## src/rtl/tqsa_pkg.sv

```systemverilog
// Shared types and constants for the twin queue block.
package tqsa_pkg;

  localparam int unsigned VALUE_W  = 32;
  localparam int unsigned ACTION_W = 2;
  localparam int unsigned STATUS_W = 2;

  typedef enum logic [ACTION_W-1:0] {
    ACT_INS_A = 2'd0,
    ACT_INS_B = 2'd1,
    ACT_REM_A = 2'd2,
    ACT_REM_B = 2'd3
  } action_t;

  typedef enum logic [STATUS_W-1:0] {
    ST_DONE      = 2'd0,
    ST_OVERFLOW  = 2'd1,
    ST_UNDERFLOW = 2'd2
  } status_t;

  // Commands from the controller to the datapath
  typedef struct packed {
    logic load;    // capture the accepted transaction
    logic exec;    // update pointers and access storage
    logic ld_out;  // load the result register
  } ctrl_cmd_t;

endpackage

```

## src/rtl/tqsa_ram.sv

```systemverilog
// Generic single-write, single-read RAM with registered read data.
module tqsa_ram #(
  parameter int unsigned WIDTH = 32,
  parameter int unsigned DEPTH = 16
) (
  input  logic                     clk,
  input  logic                     we,
  input  logic [$clog2(DEPTH)-1:0] waddr,
  input  logic [WIDTH-1:0]         wdata,
  input  logic                     re,
  input  logic [$clog2(DEPTH)-1:0] raddr,
  output logic [WIDTH-1:0]         rdata
);

  logic [WIDTH-1:0] mem_r [DEPTH];
  logic [WIDTH-1:0] rdata_r;

  always_ff @(posedge clk) begin
    if (we) begin
      mem_r[waddr] <= wdata;
    end
    if (re) begin
      rdata_r <= mem_r[raddr];
    end
  end

  assign rdata = rdata_r;

endmodule

```

## src/rtl/tqsa_ctrl.sv

```systemverilog
// Controller: sequences accept, execute and result hand-off for each transaction.
module tqsa_ctrl (
  input  logic               clk,
  input  logic               rst_n,
  input  logic               in_valid,
  output logic               in_stall,
  output logic               out_valid,
  input  logic               out_stall,
  output tqsa_pkg::ctrl_cmd_t cmd
);

  typedef enum logic [1:0] {
    S_IDLE,
    S_EXEC,
    S_FIN
  } state_t;

  state_t state_r;
  logic   out_valid_r;
  logic   out_free;

  // Result register can take a new word if empty or being drained this cycle
  assign out_free = !out_valid_r || !out_stall;

  always_comb begin
    cmd        = '0;
    cmd.load   = (state_r == S_IDLE) && in_valid;
    cmd.exec   = (state_r == S_EXEC);
    cmd.ld_out = (state_r == S_FIN) && out_free;
  end

  assign in_stall  = (state_r != S_IDLE);
  assign out_valid = out_valid_r;

  always_ff @(posedge clk) begin
    if (!rst_n) begin
      state_r     <= S_IDLE;
      out_valid_r <= 1'b0;
    end else begin
      unique case (state_r)
        S_IDLE: begin
          if (in_valid) begin
            state_r <= S_EXEC;
          end
        end
        S_EXEC: begin
          state_r <= S_FIN;
        end
        S_FIN: begin
          if (out_free) begin
            state_r <= S_IDLE;
          end
        end
        default: begin
          state_r <= S_IDLE;
        end
      endcase

      if (cmd.ld_out) begin
        out_valid_r <= 1'b1;
      end else if (!out_stall) begin
        out_valid_r <= 1'b0;
      end
    end
  end

endmodule

```

## src/rtl/tqsa_dp.sv

```systemverilog
// Datapath: queue pointers, storage access and result register.
module tqsa_dp #(
  parameter int unsigned DEPTH      = 16,
  parameter int unsigned DATA_WIDTH = 32
) (
  input  logic                                 clk,
  input  logic                                 rst_n,
  input  tqsa_pkg::ctrl_cmd_t                  cmd,
  input  logic [tqsa_pkg::ACTION_W-1:0]        in_action,
  input  logic signed [tqsa_pkg::VALUE_W-1:0]  in_value,
  output logic signed [tqsa_pkg::VALUE_W-1:0]  out_read_value,
  output logic [tqsa_pkg::STATUS_W-1:0]        out_status
);

  localparam int unsigned AW = $clog2(DEPTH);
  localparam int unsigned PW = $clog2(DEPTH + 1);
  localparam int unsigned XW = (DATA_WIDTH > tqsa_pkg::VALUE_W) ? DATA_WIDTH
                                                                  : tqsa_pkg::VALUE_W;
  localparam logic [PW-1:0] P_ONE   = PW'(1);
  localparam logic [PW-1:0] P_DEPTH = PW'(DEPTH);

  // A pointers are held plus one, so zero means empty; B pointers at DEPTH mean empty
  logic [PW-1:0]          a_front_r, a_front_nxt;
  logic [PW-1:0]          a_rear_r,  a_rear_nxt;
  logic [PW-1:0]          b_front_r, b_front_nxt;
  logic [PW-1:0]          b_rear_r,  b_rear_nxt;
  tqsa_pkg::action_t      action_r;
  logic [DATA_WIDTH-1:0]  value_r;
  tqsa_pkg::status_t      status_r, status_nxt;
  logic                   rd_sel_r, rd_sel_nxt;
  logic [tqsa_pkg::VALUE_W-1:0] read_value_r;
  logic [tqsa_pkg::STATUS_W-1:0] out_status_r;

  logic                   full;
  logic                   ram_we;
  logic                   ram_re;
  logic [PW-1:0]          waddr_p;
  logic [PW-1:0]          raddr_p;
  logic [DATA_WIDTH-1:0]  ram_rdata;
  logic [XW-1:0]          in_ext;
  logic [XW-1:0]          rd_ext;

  assign in_ext = XW'($unsigned(in_value));
  assign rd_ext = XW'(ram_rdata);
  assign full   = (a_rear_r == b_rear_r);

  always_comb begin
    a_front_nxt = a_front_r;
    a_rear_nxt  = a_rear_r;
    b_front_nxt = b_front_r;
    b_rear_nxt  = b_rear_r;
    status_nxt  = tqsa_pkg::ST_DONE;
    rd_sel_nxt  = 1'b0;
    ram_we      = 1'b0;
    ram_re      = 1'b0;
    waddr_p     = a_rear_r;
    raddr_p     = a_front_r - P_ONE;
    unique case (action_r)
      tqsa_pkg::ACT_INS_A: begin
        if (full) begin
          status_nxt = tqsa_pkg::ST_OVERFLOW;
        end else begin
          ram_we     = cmd.exec;
          waddr_p    = a_rear_r;
          a_rear_nxt = a_rear_r + P_ONE;
          if (a_front_r == '0) begin
            a_front_nxt = P_ONE;
          end
        end
      end
      tqsa_pkg::ACT_INS_B: begin
        if (full) begin
          status_nxt = tqsa_pkg::ST_OVERFLOW;
        end else begin
          ram_we     = cmd.exec;
          waddr_p    = b_rear_r - P_ONE;
          b_rear_nxt = b_rear_r - P_ONE;
          if (b_front_r == P_DEPTH) begin
            b_front_nxt = P_DEPTH - P_ONE;
          end
        end
      end
      tqsa_pkg::ACT_REM_A: begin
        if (a_front_r == '0) begin
          status_nxt = tqsa_pkg::ST_UNDERFLOW;
        end else begin
          ram_re     = cmd.exec;
          rd_sel_nxt = 1'b1;
          raddr_p    = a_front_r - P_ONE;
          // Drained: return both pointers to the empty mark
          if (a_front_r == a_rear_r) begin
            a_front_nxt = '0;
            a_rear_nxt  = '0;
          end else begin
            a_front_nxt = a_front_r + P_ONE;
          end
        end
      end
      tqsa_pkg::ACT_REM_B: begin
        if (b_front_r == P_DEPTH) begin
          status_nxt = tqsa_pkg::ST_UNDERFLOW;
        end else begin
          ram_re     = cmd.exec;
          rd_sel_nxt = 1'b1;
          raddr_p    = b_front_r;
          if (b_front_r == b_rear_r) begin
            b_front_nxt = P_DEPTH;
            b_rear_nxt  = P_DEPTH;
          end else begin
            b_front_nxt = b_front_r - P_ONE;
          end
        end
      end
      default: begin
        status_nxt = tqsa_pkg::ST_DONE;
      end
    endcase
  end

  always_ff @(posedge clk) begin
    if (!rst_n) begin
      a_front_r <= '0;
      a_rear_r  <= '0;
      b_front_r <= P_DEPTH;
      b_rear_r  <= P_DEPTH;
    end else if (cmd.exec) begin
      a_front_r <= a_front_nxt;
      a_rear_r  <= a_rear_nxt;
      b_front_r <= b_front_nxt;
      b_rear_r  <= b_rear_nxt;
    end
  end

  always_ff @(posedge clk) begin
    if (cmd.load) begin
      action_r <= tqsa_pkg::action_t'(in_action);
      value_r  <= in_ext[DATA_WIDTH-1:0];
    end
    if (cmd.exec) begin
      status_r <= status_nxt;
      rd_sel_r <= rd_sel_nxt;
    end
    if (cmd.ld_out) begin
      read_value_r <= rd_sel_r ? rd_ext[tqsa_pkg::VALUE_W-1:0] : '0;
      out_status_r <= status_r;
    end
  end

  tqsa_ram #(
    .WIDTH (DATA_WIDTH),
    .DEPTH (DEPTH)
  ) u_ram (
    .clk   (clk),
    .we    (ram_we),
    .waddr (waddr_p[AW-1:0]),
    .wdata (value_r),
    .re    (ram_re),
    .raddr (raddr_p[AW-1:0]),
    .rdata (ram_rdata)
  );

  assign out_read_value = $signed(read_value_r);
  assign out_status     = out_status_r;

endmodule

```

## src/rtl/twin_queue_shared_array.sv

```systemverilog
// Top level: two FIFO queues sharing one storage array.
//
// Input channel: in_valid/in_stall carry one action (in_action) and a data
// word (in_value). Actions: insert into A, insert into B, remove from A,
// remove from B. Queue A fills from the bottom of the array, queue B from
// the top; an insert is refused with overflow when the two rears meet, a
// remove from an empty queue reports underflow.
// Result channel: out_valid/out_stall carry exactly one result per input
// transaction: out_read_value (removed word, zero otherwise) and out_status.
// After the input is accepted, the result comes from a pointer update with
// storage access, then a result register load.
// The controller works on one transaction at a time and takes no new input
// until the last one has left the finish step; the registered storage read
// sets the execute/finish split. A new input is taken while a finished result
// still waits in the output register.
// When the receiver stalls, the result holds and the next transaction
// waits in the finish step until the output register is free.
// Reset (rst_n low, synchronous): both queues empty, no result pending.
// Storage contents are not cleared and are never read before written.
module twin_queue_shared_array #(
  parameter int unsigned DEPTH      = 16,
  parameter int unsigned DATA_WIDTH = 32
) (
  input  logic                                clk,
  input  logic                                rst_n,
  input  logic                                in_valid,
  output logic                                in_stall,
  input  logic [tqsa_pkg::ACTION_W-1:0]       in_action,
  input  logic signed [tqsa_pkg::VALUE_W-1:0] in_value,
  output logic                                out_valid,
  input  logic                                out_stall,
  output logic signed [tqsa_pkg::VALUE_W-1:0] out_read_value,
  output logic [tqsa_pkg::STATUS_W-1:0]       out_status
);

  tqsa_pkg::ctrl_cmd_t cmd;

  tqsa_ctrl u_ctrl (
    .clk       (clk),
    .rst_n     (rst_n),
    .in_valid  (in_valid),
    .in_stall  (in_stall),
    .out_valid (out_valid),
    .out_stall (out_stall),
    .cmd       (cmd)
  );

  tqsa_dp #(
    .DEPTH      (DEPTH),
    .DATA_WIDTH (DATA_WIDTH)
  ) u_dp (
    .clk            (clk),
    .rst_n          (rst_n),
    .cmd            (cmd),
    .in_action      (in_action),
    .in_value       (in_value),
    .out_read_value (out_read_value),
    .out_status     (out_status)
  );

endmodule

```

## config.mk

```make
export PLATFORM = sky130hd
export DESIGN_NAME = twin_queue_shared_array
export DESIGN_NICKNAME = d
export VERILOG_FILES = /design/src/rtl/tqsa_pkg.sv /design/src/rtl/tqsa_ram.sv /design/src/rtl/tqsa_ctrl.sv /design/src/rtl/tqsa_dp.sv /design/src/rtl/twin_queue_shared_array.sv
export SDC_FILE = /design/constraint.sdc
export NUM_CORES = 1
export LEC_CHECK = 0
export BUFFER_PORTS_ARGS = -buffer_cell sky130_fd_sc_hd__buf_2
export CAP_MARGIN = 0
export CORE_MARGIN = 2
export CORE_UTILIZATION = 58
export CTS_BUF_LIST = sky130_fd_sc_hd__clkbuf_2 sky130_fd_sc_hd__clkbuf_4 sky130_fd_sc_hd__clkbuf_8
export CTS_CLUSTER_DIAMETER = 200
export DETAILED_ROUTE_END_ITERATION = 10
export GPL_ROUTABILITY_DRIVEN = 0
export PLACE_DENSITY = 0.74
export SLEW_MARGIN = 20
export SYNTH_ARGS = -nofsm -noshare
export SYNTH_HDL_FRONTEND = slang
export SYNTH_SLANG_ARGS = --single-unit
```

## constraint.sdc

```tcl
create_clock -name clk -period 3.9 [get_ports clk]
set_input_delay 0.39 -clock clk [delete_from_list [all_inputs] [get_ports clk]]
set_output_delay 0.39 -clock clk [all_outputs]
set_load 0.03 [all_outputs]
```

* Yosys cells after proc, flatten, opt, wreduce, memory -nomap -nowiden
Memories as Yosys holds them, arrays and structs flattened. A register that Yosys moved wholly into a read port is not among the register bits.
Cells that the tools add are included.
** Cells by class
- Add/sub/neg operators :: 5
- Eq/ne operators :: 20
- Multiplexer cells :: 41
- Reduce and logical (&&, ||, !) cells :: 17
** Operator list (number)
- 5-bit 2-to-1 mux :: 14
- 5-bit one-hot mux with 2 select lines :: 4
- 5-bit AND reduction :: 4
- 4-bit 2-to-1 mux :: 4
- 5-bit == test :: 3
- 2-bit by 1-bit != test with 1-bit output (second input constant) :: 6
- 2-bit one-hot mux with 3 select lines :: 2
- 1-bit 2-to-1 mux :: 11
- 5-bit by 1-bit adder with 5-bit output (second input constant) :: 2
- 2-bit != test (second input constant) :: 5
- 5-bit by 1-bit subtractor with 5-bit output (second input constant) :: 2
- 2-bit 2-to-1 mux :: 4
- 2-bit == test (second input constant) :: 3
- 2-bit nonzero test :: 3
- 5-bit == test (second input constant) :: 1
- 5-bit zero test :: 1
- 2-bit by 1-bit == test with 1-bit output (second input constant) :: 2
- 2-bit zero test :: 2
- 1-bit one-hot mux with 2 select lines :: 2
- 4-bit by 1-bit subtractor with 4-bit output (second input constant) :: 1
- 1-bit logical AND :: 2
- 1-bit zero test :: 2
- 2-bit AND reduction :: 1
- 2-bit OR reduction :: 1
- 1-bit logical OR :: 1
** Word-level totals
- Bits in registers :: 94
- Memory bits (writable) :: 512
- Output and inout port bits :: 36
- Word-level logic and storage cells :: 96
- Memories :: 1
** Memory list
- u_dp.u_ram.mem_r :: words 16, width 32, rd ports 1, clocked after Yosys merged registers in 1, write ports 1, line tqsa_ram.sv:15 : logic [WIDTH-1:0] mem_r [DEPTH];

* Longest topological paths before layout
- Depth in word-level cells :: 5
- Gate-level depth with buffers :: 15

* Hierarchy
A second synthesis with hierarchy kept.
** Second synthesis, totals
- Cell total of the unflattened synthesis :: 1165
- Area, all modules :: 24264.5 sq um
** By module, submodules not included
- tqsa_ram :: times used 1, cells each 838, area an instance 20155.6 sq um, sequential area each 16335.7 sq um
- tqsa_dp :: times used 1, cells each 314, area an instance 3973.8 sq um, sequential area each 2532.4 sq um
- tqsa_ctrl :: times used 1, cells each 13, area an instance 135.1 sq um, sequential area each 60.1 sq um

* Least setup slack after synthesis
No wires, ideal clock.
- Path kind :: reg-to-reg
- From :: reg u_dp.b_front_r[1]
- To :: reg u_dp.u_ram.rdata_r[0] (netlist: u_dp.u_ram.rdata[0]) (read register of u_dp.u_ram.mem_r) (enable)
- Setup time :: 432 ps
- Data arrival time :: 3473 ps
- Data required time :: 3468 ps
- Path slack :: -5 ps
- Cell stages (with the launch flop) :: 10
- Path buffers :: 4
- Period minus slack after synthesis :: 3905 ps
- Path through :: dfxtp_1 -> clkbuf_1 -> clkbuf_1 -> inv_1 -> ha_1 -> nand4bb_1 -> nand2_1 -> buf_2 -> clkbuf_1 -> a21oi_1
** Between the ends
- Word-level cells in the longest chain between the ends :: 3
- Elaborated cells between the ends (all ways) :: 5
** RTL lines
- from (decl) :: line tqsa_dp.sv:25 : logic [PW-1:0] b_front_r, b_front_nxt;
- from (signal assigned) :: line tqsa_dp.sv:129 : b_front_r <= b_front_nxt;
- 5-bit == test :: line tqsa_dp.sv:100 : if (b_front_r == P_DEPTH) begin
- 1-bit 2-to-1 mux :: line tqsa_dp.sv:100
- 1-bit one-hot mux with 2 select lines :: line tqsa_dp.sv:58 : unique case (action_r)
- net u_dp.ram_re :: line tqsa_dp.sv:36 : logic ram_re;
- to (decl) :: line tqsa_ram.sv:16 : logic [WIDTH-1:0] rdata_r;
The timed path passes the listed nets, and every way through them passes these cells.
A chain may end at the register's enable or synchronous reset.

* Worst setup path after layout
- From :: reg u_dp.b_front_r[0]
- To :: reg u_dp.u_ram.rdata_r[9] (netlist: u_dp.u_ram.rdata[9]) (read register of u_dp.u_ram.mem_r), data pin
** Between the ends
- Word-level cells in the longest chain between the ends :: 3
- Elaborated cells between the ends (all ways) :: 5
** RTL lines (line)
- 5-bit == test :: tqsa_dp.sv:100
- 1-bit 2-to-1 mux / 4-bit 2-to-1 mux (equally long branches) :: tqsa_dp.sv:100
- 1-bit one-hot mux with 2 select lines / 4-bit 2-to-1 mux (equally long branches)
Several ways; a longest one is shown, not always the timed one.

==> summary.md <==
| Metric | Value |
|---|---|
| CTS max path bufs | `3` |
| Yosys warning count | `0` |
| Fin. Hold Viols | `0` |
| Slowest stage delay, CP | `430 ps` |
| Initial Utilization | `0.587` |
| Via Count | `16.6k` |
| Synth top area cells | `edfxtp_1 71%, mux2i_1 3.1%, a211oi_1 2.6%` |
| Seq cells post-synth | `638` |
| Die H | `215 microns` |
| Placed inst area | `27,300 sq um` |
| Stages on worst setup path | `10` |
| Normalized max-slew margin | `0.245` |
| Post-Synthesis Net Count | `1,772` |
| Period utilisation layout | `0.889` |
| Antenna violations before repair | `0` |
| Buf/Inv on CP | `3` |
| Num rows | `77` |
| Clk slew on worst S/H paths | `70 ps` |
| Clk sinks | `638` |
| Cell with the most instances after synthesis | `edfxtp_1` |
| DR iter-0 viols | `1,913` |
| CTS H-tree depth | `3` |
| Slew @ Worst Pin | `1130 ps` |
| PortBufs | `73` |
| Crit path max fanout | `21` |
| CORE AREA | `44,100 sq um` |
| WL per Instance | `25.9 microns` |
| WS Path Type | `reg2reg` |
| Clock Skew | `24.6 ps` |
| Synthesized area per cell | `15.0 sq um` |
| Post-DP HPWL | `35.1 mm` |
| Crit path max-delay family | `simple AND/OR/NAND/NOR gates` |
| Ordered cell list for the critical path | `inv_1 > ha_1 > nor4bb_2 > buf_4 > nor2_2 > a221o_1 > o21ai_4 > buf_4 > a2111oi_0 > or4_1` |
| Cts bufs inserted | `98` |
| Critical-path top delay cell | `or4_1` |
| Clock Power Share | `0.383` |
| Worst r2r dst | `u_dp.u_ram.rdata[9]$_DFFE_PP_` |
| Main flop type after synthesis | `edfxtp_1` |
| Asr flop ratio synth | `0` |
| Run status | `finished, final reports clean` |
| Final non-filler cell area | `29,500 sq um` |
| CP Launch Type | `flop` |
| Vias per inst | `6.53` |
| Syn Inst Count | `1,728` |
| Power Density | `479 nW/um^2` |
| HP Start | `out_stall` |
| Grt ovf | `0` |
| Vias in the first global route | `16.5k` |
| FMAX | `0.288 GHz` |
| Share of layout cells above drive strength 1 | `0.172` |
| Die Area | `46,400 sq um` |
| Final Max Slew Viols | `0` |
| Post-synth top cells | `615 x edfxtp_1, 89 x a211oi_1, 87 x nand2_1` |
| Sequential Power Share | `0.546` |
| Area Overhead vs Synth | `13.9%` |
| Cell variety after synth | `62` |
| EDFF count, synth | `615` |
| Final Power | `14.2 mW` |
| Max cap viols | `0` |
| Final Net Count | `1,917` |
| R2r worst-path depth | `10` |
| Antenna Nets Post-Route | `0` |
| Die width | `215 microns` |
| I/O pin total | `74` |
| Logic gate share of total power | `0.070` |
| Reg-to-reg critical path startpoint | `u_dp.b_front_r[0]$_SDFFE_PN0P_` |
| Clock latency on the worst-skew pair | `690 ps` |
| Sequential-to-total area share from yosys stat | `0.730` |
| Setup bufs post-CTS | `0` |
| Root Driver | `clkbuf_8` |
| WP data required | `4320 ps` |
| Largest area contributor in the netlist | `edfxtp_1` |
| CP Data Arrival Time | `3890 ps` |
| FF-to-FF setup slack | `430 ps` |
| CTS tree | `done` |
| Fillers | `3,049` |
| Overall Global Routing Usage | `0.283` |
| NetSw | `3.30 mW` |
| CP Capture Point | `u_dp.u_ram.rdata[9]$_DFFE_PP_` |
| RSZ-0062 raised after global routing | `false` |
| VDD IR max | `0.000289 V` |
| Static leakage | `9.93 nW` |
| Synth Cell Area | `25,900 sq um` |
| Post-route setup TNS | `0 ps` |
| Tightest Hold Check Type | `in2reg` |
| Top cell type's share of synthesized area | `0.713` |
| First-pass GRT wire length | `98.3 mm` |
| Sw frac | `0.233` |
| CP Capture Type | `flop` |
| Largest net degree at the start of global routing | `66` |
| First-pass DRT Iterations | `8` |
| Post-Route WL | `65.9 mm` |
| # setup viols final | `0` |
| Post-route DRC | `0` |
| Setup crit start | `u_dp.b_front_r[0]$_SDFFE_PN0P_` |
| Most used cell, CP | `buf_4` |
| P_int | `10.8 mW` |
| Tmin final | `3470 ps` |
==> layout make-up <==
class | instances | area (sq um) | share of cell area
timing repair buffer | 172 | 1280 | 0.0434
sequential | 638 | 18900 | 0.641
antenna | 1 | 2.50 | 0.0000848
tap | 592 | 741 | 0.0251
clock inverter | 50 | 304 | 0.0103
clock buffer | 129 | 1610 | 0.0546
multi-input combinational | 950 | 6610 | 0.224
inverter | 13 | 48.8 | 0.00165
==> placed cells by master, fill, tap and decap left out, types with 16 or more instances in the layout <==
cell type | netlist | layout
a2111oi_0 | 44 | 44
a211o_1 | 29 | 29
a211oi_1 | 89 | 89
a21oi_1 | 85 | 82
a221oi_1 | 46 | 46
and2_1 | 41 | 40
and3_1 | 60 | 60
buf_2 | 38 | 73
buf_4 | 8 | 58
clkbuf_4 | 0 | 26
clkbuf_8 | 0 | 103
clkinv_1 | 1 | 35
dfxtp_1 | 23 | 23
dlygate4sd3_1 | 0 | 34
edfxtp_1 | 615 | 615
mux2i_1 | 79 | 78
nand2_1 | 87 | 86
nand3_1 | 46 | 45
nor2_1 | 73 | 55
nor2_4 | 0 | 18
nor3_1 | 20 | 19
o21ai_0 | 52 | 49
or4_1 | 22 | 22
xnor2_1 | 16 | 16
==> registers in the layout, indices dropped and copies added, names as in the netlist <==
signal and count:
u_dp.rd_sel_r 1, u_dp.b_rear_r 5, u_dp.value_r 32, u_ctrl.state_r 2, u_dp.a_front_r 5, u_dp.out_status 2
u_dp.action_r 2, u_dp.b_front_r 5, u_dp.u_ram.rdata 32, u_dp.a_rear_r 5, u_dp.status_r 2, u_dp.u_ram.mem_r 512
u_ctrl.out_valid 1, u_dp.out_read_value 32
==> worst min-delay path by stage <==
stage / to / depth (start not counted)
2_1_floorplan: u_dp.out_status[0]$_DFFE_PP_ / 0
3_3_place_gp: u_dp.out_status[1]$_DFFE_PP_ / 0
3_5_place_dp: u_dp.out_status[1]$_DFFE_PP_ / 0
4_1_cts: u_dp.b_front_r[4]$_SDFFE_PN1P_ / 2
5_1_grt: u_dp.b_front_r[4]$_SDFFE_PN1P_ / 2
6_report: u_ctrl.out_valid$_SDFFE_PN0P_ / 3
==> metrics by stage <==
stage	util	setup slack (ps)	hold WS (ps)	std cells
2_1_floorplan	-	289	400	1728
3_3_place_gp	0.618	596	407	2331
3_5_place_dp	0.618	542	439	2331
4_1_cts	0.669	537	17.9	2544
5_1_grt	0.669	351	74.9	2544
6_report	0.669	433	61.8	2545
==> what timing repair did <==
item,4_1_cts,5_1_grt
endpoints found under the hold margin,34,0
hold buffers,34,0
gates resized for setup,0,0
==> power groups by stage <==
| stage | logic, mW | registers (mW) | clock network (mW) |
|---|---|---|---|
| final | 0.997 | 7.73 | 5.42 |
| after detailed placement | 0.954 | 7.87 | 0 |
| after global placement | 0.929 | 7.86 | 0 |
| after CTS | 0.985 | 7.73 | 5.48 |
| after floorplan | 0.623 | 7.83 | 0 |
| after global routing | 1.07 | 7.74 | 5.76 |
==> worst reg2reg max path, cell delays in order (launching register included) <==
cell and delay (ps):
dfxtp_1 310, inv_1 180, ha_1 270, nor4bb_2 400, buf_4 250, nor2_2 80
a221o_1 320, o21ai_4 390, buf_4 420, a2111oi_0 160, or4_1 430
==> metal layers <==
metal	part of all wire	GRT usage	vias up
met2	0.48	0.465	913
met3	0.084	0.0490	165
met5	0	0	-
met1	0.40	0.374	8308
li1	-	-	7240
met4	0.035	0.126	0
==> cells by family (layout without fill, tap and decap cells) <==
family | Yosys count | after routing | synth area share
other | 0 | 1 | 0
multiplexers | 89 | 89 | 0.0349
buffers and inverters | 140 | 364 | 0.0250
XOR/XNOR | 25 | 25 | 0.00845
AO/OA/AOI/OAI | 430 | 430 | 0.118
adder cells (fa/ha/maj) | 6 | 6 | 0.00290
flip-flops | 638 | 638 | 0.730
AND/OR/NAND/NOR | 400 | 400 | 0.0801
(Power assumes the default switching activity.)
